===== src/tfm_pkg.sv =====
`timescale 1ns / 1ps
// ----------------------------------------------------------------------------
// tfm_pkg
// Shared types, codes and sizes of the tiled fp32 matrix multiply core.
// ----------------------------------------------------------------------------
package tfm_pkg;

    // Store sizes
    localparam int MAX_IN_BLOCKS  = 64;
    localparam int MAX_OUT_BLOCKS = 64;
    localparam int TILE_PIX       = 8;
    localparam int LANES          = 4;
    localparam int W_ROWS         = MAX_OUT_BLOCKS * MAX_IN_BLOCKS * 4;
    localparam int S_DEPTH        = MAX_IN_BLOCKS * 32;

    // Input action codes
    localparam logic [1:0] ACT_WGT  = 2'd0;
    localparam logic [1:0] ACT_SRC  = 2'd1;
    localparam logic [1:0] ACT_CMP  = 2'd2;
    localparam logic [1:0] ACT_RSVD = 2'd3;

    // Command kinds passed from front to back
    localparam logic [1:0] KIND_WGT = 2'd0;
    localparam logic [1:0] KIND_SRC = 2'd1;
    localparam logic [1:0] KIND_CMP = 2'd2;
    localparam logic [1:0] KIND_ERR = 2'd3;

    // Configuration register indexes
    localparam logic [1:0] REG_INPUT_BLOCKS = 2'd0;
    localparam logic [1:0] REG_OUT_BLOCKS   = 2'd1;
    localparam logic [1:0] REG_BLOCK_STRIDE = 2'd2;

    // Special fp32 patterns
    localparam logic [31:0] FP_QNAN     = 32'hFFC0_0000;
    localparam logic [31:0] FP_NEG_ZERO = 32'h8000_0000;

    typedef struct packed {
        logic [1:0]  action;
        logic [15:0] address;
        logic [5:0]  block;
        logic [31:0] value;
    } in_item_t;

    typedef struct packed {
        logic [2:0]  pixel;
        logic [21:0] out_address;
        logic [31:0] sum0;
        logic [31:0] sum1;
        logic [31:0] sum2;
        logic [31:0] sum3;
        logic        error;
        logic        last;
    } out_item_t;

    typedef struct packed {
        logic [6:0]  input_blocks;
        logic [6:0]  out_blocks;
        logic [15:0] block_stride;
    } cfg_t;

    typedef struct packed {
        logic [1:0]  kind;
        logic [15:0] address;
        logic [31:0] value;
        logic [5:0]  ib_m1;
        logic [13:0] wrow;
        logic [21:0] obase;
    } cmd_t;

    typedef struct packed {
        logic       valid;
        logic       first;
        logic       last;
        logic [2:0] pixel;
    } sb_t;

endpackage


===== src/tfm_front.sv =====
`timescale 1ns / 1ps
// ----------------------------------------------------------------------------
// tfm_front
// Accepts input items, classifies them and queues commands for the back end.
// ----------------------------------------------------------------------------
module tfm_front
(
    input  logic               clk,
    input  logic               rst_n,
    input  logic               in_valid,
    output logic               in_stall,
    input  tfm_pkg::in_item_t  in_data,
    input  tfm_pkg::cfg_t      cfg,
    output logic               cmd_valid,
    input  logic               cmd_pop,
    output tfm_pkg::cmd_t      cmd
);

    logic [6:0]     ib_eff, ob_eff;
    logic [12:0]    wprod;
    logic           keep, push;
    tfm_pkg::cmd_t  new_cmd;

    // Classify the incoming item
    always_comb
    begin
        if (cfg.input_blocks == 7'd0)
            ib_eff = 7'd1;
        else if (cfg.input_blocks > 7'(tfm_pkg::MAX_IN_BLOCKS))
            ib_eff = 7'(tfm_pkg::MAX_IN_BLOCKS);
        else
            ib_eff = cfg.input_blocks;
        if (cfg.out_blocks > 7'(tfm_pkg::MAX_OUT_BLOCKS))
            ob_eff = 7'(tfm_pkg::MAX_OUT_BLOCKS);
        else
            ob_eff = cfg.out_blocks;
        wprod           = 13'(in_data.block) * 13'(ib_eff);
        new_cmd.address = in_data.address;
        new_cmd.value   = in_data.value;
        new_cmd.ib_m1   = 6'(ib_eff - 7'd1);
        new_cmd.wrow    = {wprod[11:0], 2'b00};
        new_cmd.obase   = 22'(in_data.block) * 22'(cfg.block_stride);
        unique case (in_data.action)
            tfm_pkg::ACT_WGT:
            begin
                new_cmd.kind = tfm_pkg::KIND_WGT;
                keep         = 1'b1;
            end
            tfm_pkg::ACT_SRC:
            begin
                new_cmd.kind = tfm_pkg::KIND_SRC;
                keep         = {1'b0, in_data.address} < 17'(tfm_pkg::S_DEPTH);
            end
            tfm_pkg::ACT_CMP:
            begin
                new_cmd.kind = ({1'b0, in_data.block} >= ob_eff) ? tfm_pkg::KIND_ERR
                                                                 : tfm_pkg::KIND_CMP;
                keep         = 1'b1;
            end
            default:
            begin
                new_cmd.kind = tfm_pkg::KIND_WGT;
                keep         = 1'b0;
            end
        endcase
    end

    // Two-entry command queue
    logic [1:0]    cnt_reg, cnt_next;
    tfm_pkg::cmd_t q_reg [2];
    logic          wr_low;

    assign in_stall  = (cnt_reg == 2'd2);
    assign push      = in_valid & ~in_stall & keep;
    assign cmd_valid = (cnt_reg != 2'd0);
    assign cmd       = q_reg[0];
    assign wr_low    = (cnt_reg == 2'd0) || ((cnt_reg == 2'd1) && cmd_pop);
    assign cnt_next  = cnt_reg - {1'b0, cmd_pop} + {1'b0, push};

    always_ff @(posedge clk or negedge rst_n)
    begin
        if (!rst_n)
            cnt_reg <= 2'd0;
        else
            cnt_reg <= cnt_next;
    end

    // Advance and fill queue entries
    always_ff @(posedge clk)
    begin
        if (push && wr_low)
            q_reg[0] <= new_cmd;
        else if (cmd_pop)
            q_reg[0] <= q_reg[1];
        if (push && !wr_low)
            q_reg[1] <= new_cmd;
    end

endmodule


===== config.mk =====
export PLATFORM = sky130hd
export DESIGN_NAME = tfm_front
export DESIGN_NICKNAME = d
export VERILOG_FILES = /design/src/tfm_pkg.sv /design/src/tfm_front.sv
export SDC_FILE = /design/constraint.sdc
export NUM_CORES = 1
export LEC_CHECK = 0
export BUFFER_PORTS_ARGS = -buffer_cell sky130_fd_sc_hd__buf_2
export CORE_MARGIN = 1.5
export CORE_UTILIZATION = 55
export CTS_CLUSTER_SIZE = 30
export DETAILED_ROUTE_END_ITERATION = 8
export PLACE_DENSITY_LB_ADDON = 0.15
export SKIP_CTS_REPAIR_TIMING = 1
export SYNTH_ARGS = -nofsm -noshare
export SYNTH_HDL_FRONTEND = slang
export SYNTH_SLANG_ARGS = --single-unit

===== constraint.sdc =====
create_clock -name clk -period 10 [get_ports clk]
set_clock_uncertainty 0.05 [all_clocks]
set_input_delay 0 -clock clk [delete_from_list [all_inputs] [get_ports clk]]
set_output_delay 0 -clock clk [all_outputs]
set_load 0.005 [all_outputs]

==> impl_metrics.json, run 1 <==
{
  "layout.nets": 1466,
  "period_needed_ns": 4.06,
  "numPortBuffers": 181,
  "reg2reg_slack_ns": 7.42,
  "antennaDiodeCount": 0,
  "die_area_um2": 22600,
  "power.total_mw": 2.56,
  "fmax_ghz": 0.246,
  "cp-start-kind": "input port",
  "path_class": "input port to register",
  "die_y_um": 150,
  "clk_pin_slew_ns": 0.08,
  "clk_latency_ns": 0.42,
  "synth_warnings": 0,
  "hold_violations": 0,
  "async_reset_ff_frac": 0.0110,
  "start_util": 0.565,
  "synth_top_flop_cell": "edfxtp_1",
  "holdPathEnd": "q_reg[0][133]$_DFFE_PP_",
  "p_leak_nw": 6.14,
  "drt_iter0_drc": 389,
  "yosys-top-cells-count": "nand2_1, edfxtp_1, buf_4, inv_1, fa_1",
  "ioPinCount": 184,
  "ctsRootBufferMaster": "clkbuf_16",
  "ant_nets": 0,
  "dpl.hpwl_mm": 16.6,
  "numCtsBuffers": 17,
  "min_path_type": "input port to register",
  "drv_cap": 0,
  "powerDensity_nw_per_um2": 189,
  "synth.largest_area_cell": "edfxtp_1",
  "setup_viol": 0,
  "status": "complete, no violations",
  "first_pass_iters": 4,
  "grt-ovfl-total": 0,
  "grt_pass1_vias": 7062,
  "synthesis.area_um2": 11900,
  "grt_max_degree": 63,
  "yosys_register_bits": 182,
  "cp-end-kind": "register",
  "h-tree-depth": 4,
  "synth_edf_count": 180,
  "synth_cell_type_count": 60,
  "clockBufferDepth": 2,
  "cts.sinks": 182,
  "nFillCells": 1723,
  "cp.required_ns": 10.13,
  "yosysSeqAreaShare": 0.457,
  "drc": 0,
  "min_from": "cfg[28]",
  "finalMaxSlewViolations": 0,
  "relSlewSlack": 0.549,
  "r2r_start": "cnt_reg[1]$_DFF_PN0_",
  "yosys-top-cells-area": "edfxtp_1, fa_1, nand2_1",
  "routed_wl_mm": 23.2,
  "viasPerCell": 5.03,
  "synth_top_area_frac": 0.452,
  "cts_tree": "done",
  "antenna_found_initial": 0,
  "netlist_instances": 1102,
  "wl_per_cell_um": 15.2,
  "worstPathArrival_ns": 4.19,
  "gp_congestion": 0.827,
  "setup_ws_ns": 5.94,
  "final_util": 0.639,
  "worst_pin_slew_ns": 0.676,
  "ir_drop_mv": 0.126,
  "die_w_um": 150,
  "core-area_um2": 21200,
  "layout-drive-gt1-share": 0.203,
  "track_usage": 0.206,
  "r2r_end": "q_reg[0][0]$_DFFE_PP_",
  "synthMostInstantiatedCell": "nand2_1",
  "num_vias": 7658,
  "area_delta_synth_final_pct": 13.2,
  "largest_register_ff_count": 180,
  "crit_path_max_fanout": 11,
  "syn_avg_cell_area_um2": 10.8,
  "post-route-period-util": 0.406,
  "rsz0062_at_grt": "false",
  "rows": 53,
  "tns_ns": 0,
  "dp_slack_ns": 5.57,
  "reg2reg_depth": 4,
  "grt_pass1_wl_mm": 36.0,
  "worstHoldPathCells": 2
}
## placed cells by master (no fill, tap or decap), types with 3 or more instances in the layout
cell type,n
nand2_1,276
buf_2,181
edfxtp_1,180
inv_1,95
fa_1,77
and2_1,72
ha_1,64
dlygate4sd3_1,53
nor2_1,36
a21oi_1,22
xnor2_1,18
clkbuf_16,17
a21o_1,14
mux2_2,13
nor2b_1,12
o21ai_0,11
nand2b_1,8
xor2_1,8
nor3_1,7
buf_4,7
a211oi_1,4
clkinv_4,4
o21bai_1,3
nand3_1,3
or2_2,3
inv_8,3
## cells by family (layout without fill, tap and decap cells)
group,Yosys count,count (layout),share of synthesized area
compound gates,83,83,0.0517
simple gates,431,431,0.160
other cells,1,2,0.000314
flops,182,182,0.457
xor+xnor,26,26,0.0191
mux,15,15,0.0143
buf+inv,223,368,0.102
fa+ha+maj,141,141,0.196
## worst max path at each step
stage / to / slack (ns) / startpoint / depth (start not counted)
floorplan: q_reg[0][0]$_DFFE_PP_ / 2.03 / in_data[52] / 4
global placement: q_reg[0][34]$_DFFE_PP_ / 5.72 / cfg[26] / 16
detailed placement: q_reg[0][34]$_DFFE_PP_ / 5.57 / cfg[25] / 16
CTS: q_reg[0][34]$_DFFE_PP_ / 6.01 / cfg[25] / 16
global route: q_reg[0][34]$_DFFE_PP_ / 5.68 / cfg[26] / 16
finish: q_reg[0][34]$_DFFE_PP_ / 5.94 / cfg[26] / 16
## metrics by stage
stage	hold slack [ns]	instance area (um^2)	instances
floorplan	-0.346	12000	1103
global placement	-0.258	12400	1438
detailed placement	-0.256	12400	1438
CTS	-0.709	13000	1470
global route	0.0192	13500	1523
finish	0.00998	13500	1523
## critical path: stages
cell,delay (ns)
buf_2,0.16
nor3_1,0.25
a21oi_1,0.10
nor2_1,0.37
nand2_1,0.15
fa_1,0.52
fa_1,0.52
fa_1,0.54
inv_1,0.04
ha_1,0.35
o21ai_0,0.18
nor2_1,0.07
o21a_1,0.19
o41a_1,0.32
xor2_1,0.16
mux2_2,0.26
## area by class of cell
type | instances | area [um^2] | area share
repair buffers | 241 | 1490 | 0.110
flip-flops and latches | 182 | 5460 | 0.403
multi-input cells | 698 | 5310 | 0.393
clock inverters | 15 | 141 | 0.0105
well taps | 275 | 344 | 0.0254
clock buffers | 17 | 425 | 0.0315
inverters | 95 | 357 | 0.0264
## where the power goes
part           switching, mW  internal, mW
Clock                  0.299         0.328
Sequential            0.0330          1.01
Combinational          0.513         0.376
## layer usage
| metal | vias up | part of all wire | GRT usage |
|---|---|---|---|
| met3 | 24 | 0.057 | 0.0288 |
| li1 | 3781 | - | - |
| met4 | 0 | 0.011 | 0.0569 |
| met2 | 239 | 0.46 | 0.316 |
| met5 | - | 0 | 0 |
| met1 | 3614 | 0.47 | 0.307 |
Note: power is estimated with default switching activity, not from simulation.
==> inputs of run 2 (changes only) <==
- clock period: 10 -> 4.2 ns (I/O delays scaled with it)
==> run 2 against run 1 <==
Against the previous run:
- final area grew 1.5%
- die area is the same
- first-iteration DRC count shrank 8.7%
- flip-flop and latch count is the same
- non-clock buffer count up 19
- critical path type unchanged
- critical endpoint is now q_reg[0][18]$_DFFE_PP_
==> impl_metrics.json, run 2 (same netlist as run 1, synthesis figures left out) <==
{
  "status": "complete, no violations",
  "reg2reg_slack_ns": 2.09,
  "area_delta_synth_final_pct": 14.8,
  "relSlewSlack": 0.374,
  "p_comb_frac": 0.351,
  "clockBufferDepth": 2,
  "grt_util_met3": 0.0255,
  "mostFrequentLayoutCells": "nand2_1, buf_2, edfxtp_1, inv_1, fa_1",
  "hold_violations": 0,
  "crit_path_max_fanout": 21,
  "clk_pin_slew_ns": 0.07,
  "path_class": "input port to register",
  "numCtsBuffers": 17,
  "drc": 0,
  "grt-ovfl-total": 0,
  "p_sw_mw": 2.09,
  "use_met1": 0.316,
  "clk_latency_ns": 0.42,
  "numPortBuffers": 181,
  "grt_util_met2": 0.337,
  "rsz0062_at_grt": "false",
  "viasPerCell": 5.08,
  "rows": 53,
  "layout.nets": 1485,
  "power.total_mw": 6.30,
  "num_vias": 7830,
  "die_w_um": 150,
  "worst_pin_slew_ns": 0.939,
  "ioPinCount": 184,
  "period_needed_ns": 3.74,
  "powerDensity_nw_per_um2": 459,
  "p_leak_nw": 6.26,
  "ir_drop_mv": 0.291,
  "post-route-period-util": 0.890,
  "min_path_type": "input port to register",
  "clkPwrFrac": 0.256,
  "cts.sinks": 182,
  "dpl.hpwl_mm": 17.2,
  "largest_register_ff_count": 180,
  "fmax_ghz": 0.267,
  "first_pass_iters": 5,
  "setup_viol": 0,
  "gp_congestion": 0.854,
  "worstPathArrival_ns": 3.93,
  "layout-drive-gt1-share": 0.217,
  "antenna_found_initial": 0,
  "cp-end-kind": "register",
  "cp.required_ns": 4.39,
  "core-area_um2": 21200,
  "tns_ns": 0,
  "pwr-share-seq": 0.393,
  "routed_wl_mm": 23.8,
  "grt_max_degree": 70,
  "swShare": 0.332,
  "cp-start-kind": "input port",
  "drv_cap": 0,
  "finalMaxSlewViolations": 0,
  "start_util": 0.565,
  "ctsRootBufferMaster": "clkbuf_16",
  "grt_pass1_wl_mm": 37.6,
  "p_int_mw": 4.21,
  "cts_tree": "done",
  "ant_nets": 0,
  "track_usage": 0.213,
  "die_y_um": 150,
  "grt_pass1_vias": 7456,
  "h-tree-depth": 4,
  "antennaDiodeCount": 0,
  "mostFrequentLayoutCell": "nand2_1",
  "drt_iter0_drc": 355,
  "die_area_um2": 22600,
  "nFillCells": 1686,
  "wl_per_cell_um": 15.4,
  "top_usage_layer": "met2"
}
run 2: cell count changes in the layout (fill, tap and decap cells not counted), sizes merged:
cell,previous run,this run
clkinvlp,2,0
clkinv,8,7
buf,188,208
dlygate4sd3,53,52
inv,100,102
bufinv,0,1
run 2: area by class of cell:
| type | count | area, um^2 | area share |
|---|---|---|---|
| Clock buffer | 17 | 425 | 0.0310 |
| Timing Repair Buffer | 260 | 1640 | 0.120 |
| Tap cell | 275 | 344 | 0.0251 |
| Multi-Input combinational cell | 698 | 5310 | 0.387 |
| Sequential cell | 182 | 5460 | 0.398 |
| Clock inverter | 15 | 186 | 0.0136 |
| Inverter | 95 | 357 | 0.0260 |
run 2: critical path, stage by stage:
cell and delay [ns]:
buf_2 0.33, nand2_1 0.16, fa_1 0.55, inv_1 0.05, fa_1 0.47, inv_1 0.05, fa_1 0.53, inv_1 0.04
ha_1 0.37, and4_1 0.24, and2_1 0.18, o31ai_2 0.30, mux2_4 0.35, o41ai_2 0.29
run 2: routing by layer:
metal | up-vias | part of all wire
li1 | 3817 | -
met1 | 3772 | 0.48
met2 | 226 | 0.46
met3 | 15 | 0.052
met4 | 0 | 0.0090
met5 | - | 0
run 2: worst paths after layout:
kind	cells past startpoint	from	to
max reg2reg	4	cnt_reg[1]$_DFF_PN0_	q_reg[0][36]$_DFFE_PP_
min	2	cfg[28]	q_reg[0][133]$_DFFE_PP_
max	14	in_data[34]	q_reg[0][18]$_DFFE_PP_
min in group asynchronous	3	rst_n	cnt_reg[0]$_DFF_PN0_
min reg2reg	2	q_reg[0][175]$_DFFE_PP_	q_reg[0][83]$_DFFE_PP_
max in group asynchronous	3	rst_n	cnt_reg[1]$_DFF_PN0_
run 2: power by group through the flow:
stage | clock, mW | combinational (mW) | sequential (mW)
global route | 1.70 | 2.50 | 2.50
finish | 1.61 | 2.21 | 2.48
CTS | 1.64 | 2.19 | 2.48
floorplan | 0 | 1.69 | 2.49
detailed placement | 0 | 2.17 | 2.52
global placement | 0 | 2.13 | 2.51
run 2: stage by stage:
step           area [um^2]  setup WS, ns  hold WS, ns  std cells  utilization
3_5_place_dp         12600        0.0156       -0.260       1458        0.595
4_1_cts              13200         0.461       -0.702       1490        0.624
2_1_floorplan        12000        0.0163       -0.346       1103            -
3_3_place_gp         12600        0.0911       -0.259       1458        0.595
5_1_grt              13700         0.211       0.0106       1542        0.648
6_report             13700         0.461      0.00886       1542        0.648
